`src/rtl/core/pidc_pkg.sv`:
```
`timescale 1ns / 1ps
// ----------------------------------------------------------------------------
// pidc_pkg
// shared types and constants of the clamped pid regulator
// ----------------------------------------------------------------------------
package pidc_pkg;

   // fixed register and state widths
   localparam int GAIN_WIDTH        = 16;
   localparam int DRIVE_LIMIT_WIDTH = 15;
   localparam int ACCUM_LIMIT_WIDTH = 31;
   localparam int ACCUM_WIDTH       = 32;

   // configuration port
   localparam int CSR_INDEX_WIDTH = 3;
   localparam int CSR_DATA_WIDTH  = 32;

   localparam logic [CSR_INDEX_WIDTH-1:0] REG_GAIN_P      = 3'd0;
   localparam logic [CSR_INDEX_WIDTH-1:0] REG_GAIN_I      = 3'd1;
   localparam logic [CSR_INDEX_WIDTH-1:0] REG_GAIN_D      = 3'd2;
   localparam logic [CSR_INDEX_WIDTH-1:0] REG_DRIVE_LIMIT = 3'd3;
   localparam logic [CSR_INDEX_WIDTH-1:0] REG_ACCUM_LIMIT = 3'd4;

   localparam logic [DRIVE_LIMIT_WIDTH-1:0] DRIVE_LIMIT_RESET = 15'h7FFF;
   localparam logic [ACCUM_LIMIT_WIDTH-1:0] ACCUM_LIMIT_RESET = 31'h7FFF_FFFF;

   // request operations
   localparam logic OP_COMPUTE = 1'b0;
   localparam logic OP_CLEAR   = 1'b1;

   // load strobes for the product and result stages
   typedef struct packed {
      logic prod_load;
      logic out_load;
   } mac_ctl_type;

endpackage

```
`src/rtl/core/pidc_integ.sv`:
```
`timescale 1ns / 1ps
// ----------------------------------------------------------------------------
// pidc_integ
// error, clamped integral and derivative stage; holds the regulator state
// ----------------------------------------------------------------------------
module pidc_integ #(
   parameter int SAMPLE_WIDTH = 16
) (
   input  logic                                          clock,
   input  logic                                          reset,
   input  logic                                          load,
   input  logic                                          op,
   input  logic signed [SAMPLE_WIDTH-1:0]                target,
   input  logic signed [SAMPLE_WIDTH-1:0]                feedback,
   input  logic [pidc_pkg::ACCUM_LIMIT_WIDTH-1:0]        accum_limit,
   output logic                                          op_out,
   output logic signed [SAMPLE_WIDTH:0]                  err_out,
   output logic signed [pidc_pkg::ACCUM_WIDTH-1:0]       accum_out,
   output logic signed [SAMPLE_WIDTH+1:0]                deriv_out
);

   localparam int EW = SAMPLE_WIDTH + 1;
   localparam int DW = SAMPLE_WIDTH + 2;
   localparam int AW = pidc_pkg::ACCUM_WIDTH;

   logic signed [AW-1:0] accum_ff, accum_in;
   logic signed [EW-1:0] last_error_ff, last_error_in;
   logic signed [DW-1:0] deriv_ff;
   logic                 op_ff;

   logic signed [EW-1:0] err;
   logic signed [AW:0]   acc_sum;
   logic signed [AW:0]   lim_pos;
   logic signed [AW:0]   lim_neg;
   logic signed [DW-1:0] deriv;

   assign err = {target[SAMPLE_WIDTH-1], target} - {feedback[SAMPLE_WIDTH-1], feedback};

   assign acc_sum = {accum_ff[AW-1], accum_ff} + {{(AW+1-EW){err[EW-1]}}, err};
   assign lim_pos = {{(AW+1-pidc_pkg::ACCUM_LIMIT_WIDTH){1'b0}}, accum_limit};
   assign lim_neg = -lim_pos;

   assign deriv = {err[EW-1], err} - {last_error_ff[EW-1], last_error_ff};

   always_comb begin
      accum_in      = accum_ff;
      last_error_in = last_error_ff;
      if (load) begin
         if (op == pidc_pkg::OP_CLEAR) begin
            accum_in      = '0;
            last_error_in = '0;
         end else begin
            last_error_in = err;
            if (acc_sum > lim_pos) begin
               accum_in = lim_pos[AW-1:0];
            end else if (acc_sum < lim_neg) begin
               accum_in = lim_neg[AW-1:0];
            end else begin
               accum_in = acc_sum[AW-1:0];
            end
         end
      end
   end

   always_ff @(posedge clock) begin
      if (reset) begin
         accum_ff      <= '0;
         last_error_ff <= '0;
      end else begin
         accum_ff      <= accum_in;
         last_error_ff <= last_error_in;
      end
   end

   // stage payload
   always_ff @(posedge clock) begin
      if (load) begin
         deriv_ff <= deriv;
         op_ff    <= op;
      end
   end

   // the stored previous error is the current sample's error once loaded
   assign op_out    = op_ff;
   assign err_out   = last_error_ff;
   assign accum_out = accum_ff;
   assign deriv_out = deriv_ff;

   a_clear_zeroes: assert property (@(posedge clock) disable iff (reset)
      (load && op == pidc_pkg::OP_CLEAR) |=> (accum_ff == '0 && last_error_ff == '0))
      else $error("clear left integral or previous error nonzero");

   a_accum_bound: assert property (@(posedge clock) disable iff (reset)
      (load && op == pidc_pkg::OP_COMPUTE) |=>
         ($signed({accum_ff[AW-1], accum_ff}) <= $signed({2'b00, $past(accum_limit)}) &&
          $signed({accum_ff[AW-1], accum_ff}) >= -$signed({2'b00, $past(accum_limit)})))
      else $error("integral outside its limit after update");

endmodule

```
`config.mk`:
```
export PLATFORM = sky130hd
export DESIGN_NAME = pidc_integ
export DESIGN_NICKNAME = d
export VERILOG_FILES = /design/src/rtl/core/pidc_pkg.sv /design/src/rtl/core/pidc_integ.sv
export SDC_FILE = /design/constraint.sdc
export NUM_CORES = 1
export LEC_CHECK = 0
export BUFFER_PORTS_ARGS = -buffer_cell sky130_fd_sc_hd__buf_2
export CORE_ASPECT_RATIO = 1.75
export CORE_MARGIN = 2
export CORE_UTILIZATION = 53
export DETAILED_ROUTE_END_ITERATION = 8
export PLACE_DENSITY_LB_ADDON = 0.12
export SYNTH_ARGS = -nofsm -noshare
export SYNTH_HDL_FRONTEND = slang
export SYNTH_SLANG_ARGS = --single-unit
```
`constraint.sdc`:
```
create_clock -name clock -period 9.1 [get_ports clock]
set_input_delay 1.82 -clock clock [delete_from_list [all_inputs] [get_ports clock]]
set_output_delay 1.82 -clock clock [all_outputs]
set_load 0.005 [all_outputs]
```
# Yosys cells after proc, flatten, opt, wreduce, memory -nomap -nowiden
# Index checks and enable logic that the tools add are counted.
# totals
register_bits	68
input_bits	67
output_inout_bits	68
# op_classes
add_sub_neg	4
order_cmp	2
mux	4
# ops
op	count
32-bit 2-to-1 mux	3
32-bit by 17-bit adder with 33-bit output	1
33-bit by 32-bit > comparator with 1-bit output	1
33-bit less-than comparator	1
31-bit negation with 33-bit output	1
17-bit by 17-bit subtractor with 18-bit output	1
17-bit 2-to-1 mux	1
16-bit by 16-bit subtractor with 17-bit output	1

# Logic depth before layout (Yosys ltp)
# logic_depth
depth_word	6
mapped_depth	37
ltp_nobuf	34

# Worst setup path before layout
# No wires, ideal clock.
# synth_timing
path_kind	input-to-reg
from	input port feedback[2]
to	register accum_ff[17] (netlist: accum_out[17])
setup_ns	0.126
arrival_time_ns	9.148
t_required_ns	8.974
path_slack_ns	-0.174
stages	34
cell_sequence	inv_1 -> ha_1 -> nor2b_1 -> o21ai_0 -> a21boi_0 -> o21ai_0 -> a21boi_0 -> o21ai_0 -> a21oi_1 -> or3_1 -> a32o_1 -> o31ai_1 -> ha_1 -> o21a_1 -> o21ba_2 -> a221o_1 -> o2bb2ai_1 -> a31oi_1 -> nand2b_1 -> a21oi_1 -> xnor2_1 -> ha_1 -> or2_2 -> a21oi_1 -> a21oi_1 -> a211oi_1 -> nor2_1 -> o21bai_1 -> clkbuf_1 -> nor2_1 -> buf_2 -> clkbuf_1 -> a22oi_1 -> nand3_1
# synth_via
elab_chain_len	6
word_cells_on_any_way	7
classes_between	add/sub (2); order compare (2); mux (3)
# synth_lines
element	line	rtl
from (decl)	pidc_integ.sv:14	input logic signed [SAMPLE_WIDTH-1:0] feedback,
16-bit by 16-bit subtractor with 17-bit output *	pidc_integ.sv:37	assign err = {target[SAMPLE_WIDTH-1], target} - {feedback[SAMPLE_WIDTH-1], feedback};
32-bit by 17-bit adder with 33-bit output *	pidc_integ.sv:39	assign acc_sum = {accum_ff[AW-1], accum_ff} + {{(AW+1-EW){err[EW-1]}}, err};
33-bit less-than comparator	pidc_integ.sv:56	end else if (acc_sum < lim_neg) begin
32-bit 2-to-1 mux	pidc_integ.sv:56	
32-bit 2-to-1 mux *	pidc_integ.sv:54	if (acc_sum > lim_pos) begin
32-bit 2-to-1 mux *	pidc_integ.sv:49	if (op == pidc_pkg::OP_CLEAR) begin
to (signal assigned)	pidc_integ.sv:70	accum_ff <= accum_in;
to (decl)	pidc_integ.sv:26	logic signed [AW-1:0] accum_ff, accum_in;
# Mark *: on every way between the ends. The rest lies on a longest branch, timed or not.
# A chain may end at the register's enable or synchronous reset.

# Worst setup path in the final report
# layout_timing
from	input port feedback[1]
to	register accum_ff[14] (netlist: accum_out[14])
# Same word-level chain as after synthesis.

==> flow_metrics.tcl <==
set metrics [dict create \
    status "finished clean" \
    clk_pin_slew_ns 0.06 \
    io_pins 135 \
    wl_um 24800 \
    syn_area_um2 8060 \
    totalPowerFinal_mw 2.48 \
    start_util_pct 54.3 \
    max_stage_delay_ns 0.63 \
    die_w_um 97.2 \
    placed_cells 1378 \
    final_common_cell "buf_2" \
    maxCapViolCount 0 \
    fin_ws_ns 0.475 \
    place_hpwl_um 20300 \
    fin_crit_ns 8.63 \
    crit_path_frequent_cell "buf_4" \
    insertion_delay_ns 0.34 \
    yosysSeqAreaShare_pct 19.3 \
    ant_nets 0 \
    routed-via-count 8369 \
    dpl_cell_area_um2 9460 \
    mostFrequentLayoutCells "134 x buf_2, 128 x ha_1, 110 x inv_1, 90 x nor2_1, 68 x buf_4" \
    die_area_um2 16200 \
    p_leak_nw 4.70 \
    cts-htree-levels 3 \
    die_h_um 167 \
    synth_edf_count 19 \
    area_delta_synth_final_pct 22.1 \
    max_freq_mhz 116 \
    hold_viol 0 \
    ys_warn_count 0 \
    grt_max_degree 38 \
    gp_congestion 1.01 \
    first_pass_iters 5 \
    design_area_um2 9840 \
    diodes 0 \
    drtIter0Drc 440 \
    cts-buffers-inserted 9 \
    cts_root_buf "clkbuf_16" \
    synth.distinct_cells 71 \
    nNetsFinal 1404 \
    tightestPinTransition_ns 0.959 \
    crit_arrival_ns 8.85 \
    cp-start-kind "primary input" \
    endpoint_kind "flip-flop" \
    fin_tns_setup_ns 0 \
    drive_gt1_share_pct 20.8 \
    worstPathRequired_ns 9.32 \
    grt_overflow_total 0 \
    max-vdd-ir-drop_mv 0.135 \
    avgSynthCellArea_um2 7.95 \
    via_per_inst 6.00 \
    place_ws_ns -0.194 \
    synthFlopType "dfxtp_1" \
    rows 59 \
    synth_seq_cells 68 \
    cts_max_path_buffers 2 \
    drcViolationCount 0 \
    cts_tree "yes" \
    ctsResizeCount 0 \
    async_flop_share_pct 0 \
    post-route-period-util_pct 94.8 \
    crit_path_max_fanout 7 \
    post_synth_inst_count 1014 \
    setup_violations 0 \
    grt_pass1_wl_um 39700 \
    post_cts.repair.setup_buffers 0 \
    core-area_um2 14800 \
    report.final.slew_viol_count 0 \
    post_drt_wl_per_cell_um 17.8 \
    cts_hold_buf 0 \
    crit_type "primary input to flip-flop" \
    max_slew_margin_pct 35.9 \
    powerDensity_nw_per_um2 252 \
    io_buffers 134 \
    synth_fp_nets 1212 \
    hold_path.class "flip-flop to flip-flop" \
    grtUsageTotal_pct 30.1 \
    antenna_found_initial 1 \
    cts.sinks 68 \
    layout.cells.non_filler 1394 \
    first_global_vias 8290 \
    skew_ns 0.00764 \
    cp_slowest_cell "nor4_1" \
]
-- flip-flops by register name (all words and copies together), names as in the netlist --
signal / flops
accum_out: 32
deriv_out: 18
op_out: 1
err_out: 17
-- report_power, final --
group / leakage (nW) / switching, mW / internal, mW
registers: 0.586 / 0.0459 / 0.389
clock network: 0.149 / 0.147 / 0.240
logic: 3.97 / 0.911 / 0.746
total: 4.70 / 1.10 / 1.37
-- cell type report --
type / count / area, um2
well taps: 183 / 229
inverters: 110 / 413
clock inverters: 6 / 88.8
flip-flops and latches: 68 / 1550
multi-input cells: 810 / 6040
clock buffers: 10 / 229
repair buffers: 207 / 1280
fillers: 1337 / 5000
-- cells by family after synthesis --
logic type                 after synthesis  share of synthesized area (%)
xor gates and xnor gates                76                           8.26
buffers and inverters                  136                           6.77
muxes                                   12                           1.51
AOI/OAI and AO/OA                      282                           24.0
and+or+nand+nor                        309                           19.6
adders and majority gates              131                           20.6
DFF                                     68                           19.3
-- synthesized netlist by cell type (6+ instances only) --
library cell	count	area, um2
a211oi_1	9	67.6
a21boi_0	7	52.6
a21o_1	19	143
a21oi_1	65	325
a221oi_1	6	52.6
a22oi_1	28	210
a2bb2oi_1	11	96.3
a31oi_1	8	50.1
and3_1	10	62.6
clkbuf_1	15	56.3
dfxtp_1	49	981
edfxtp_1	19	571
ha_1	128	1600
inv_1	110	413
mux2i_1	11	110
nand2_1	55	206
nand2b_1	9	56.3
nand3_1	32	160
nand3b_1	13	97.6
nand4_1	22	138
nor2_1	93	349
nor2b_1	16	100
nor3_1	17	85.1
o211ai_1	19	143
o21a_1	12	90.1
o21ai_0	34	170
o21ai_1	14	70.1
o21bai_1	11	82.6
or3_1	11	68.8
xnor2_1	68	596
xor2_1	8	70.1
-- per-layer routing --
metal	GRT usage (%)	part of all wire, %	vias up
met5	0	0.040	-
met4	18.5	6.7	2
met2	57.1	53	295
met3	4.34	4.5	108
li1	-	-	4087
met1	30.3	36	3877
-- critical path: cells and delay by family --
family | cells | cell delay (ns)
buffers and inverters | 6 | 0.95
adder cells (fa/ha/maj) | 3 | 1.07
XOR/XNOR | 1 | 0.15
AO/OA/AOI/OAI | 12 | 2.75
AND/OR/NAND/NOR | 11 | 2.08
-- per-stage QoR --
step           hold WS, ns  util (%)
2_1_floorplan        0.476         -
3_3_place_gp         0.494      63.7
3_5_place_dp         0.502      63.7
4_1_cts              0.512      65.9
5_1_grt              0.535      66.3
6_report             0.502      66.3
-- path summary, 6_finish.rpt --
| kind | from | cells after the start | end | slack [ns] |
|---|---|---|---|---|
| max | feedback[1] | 33 | accum_out[14] | 0.47 |
| min | accum_out[0] | 2 | accum_out[0] | 0.50 |
| max reg2reg | accum_out[0] | 26 | accum_out[12] | 3.00 |
| min reg2reg | accum_out[0] | 2 | accum_out[0] | 0.50 |
No activity file was read; power rests on OpenSTA's default activity.
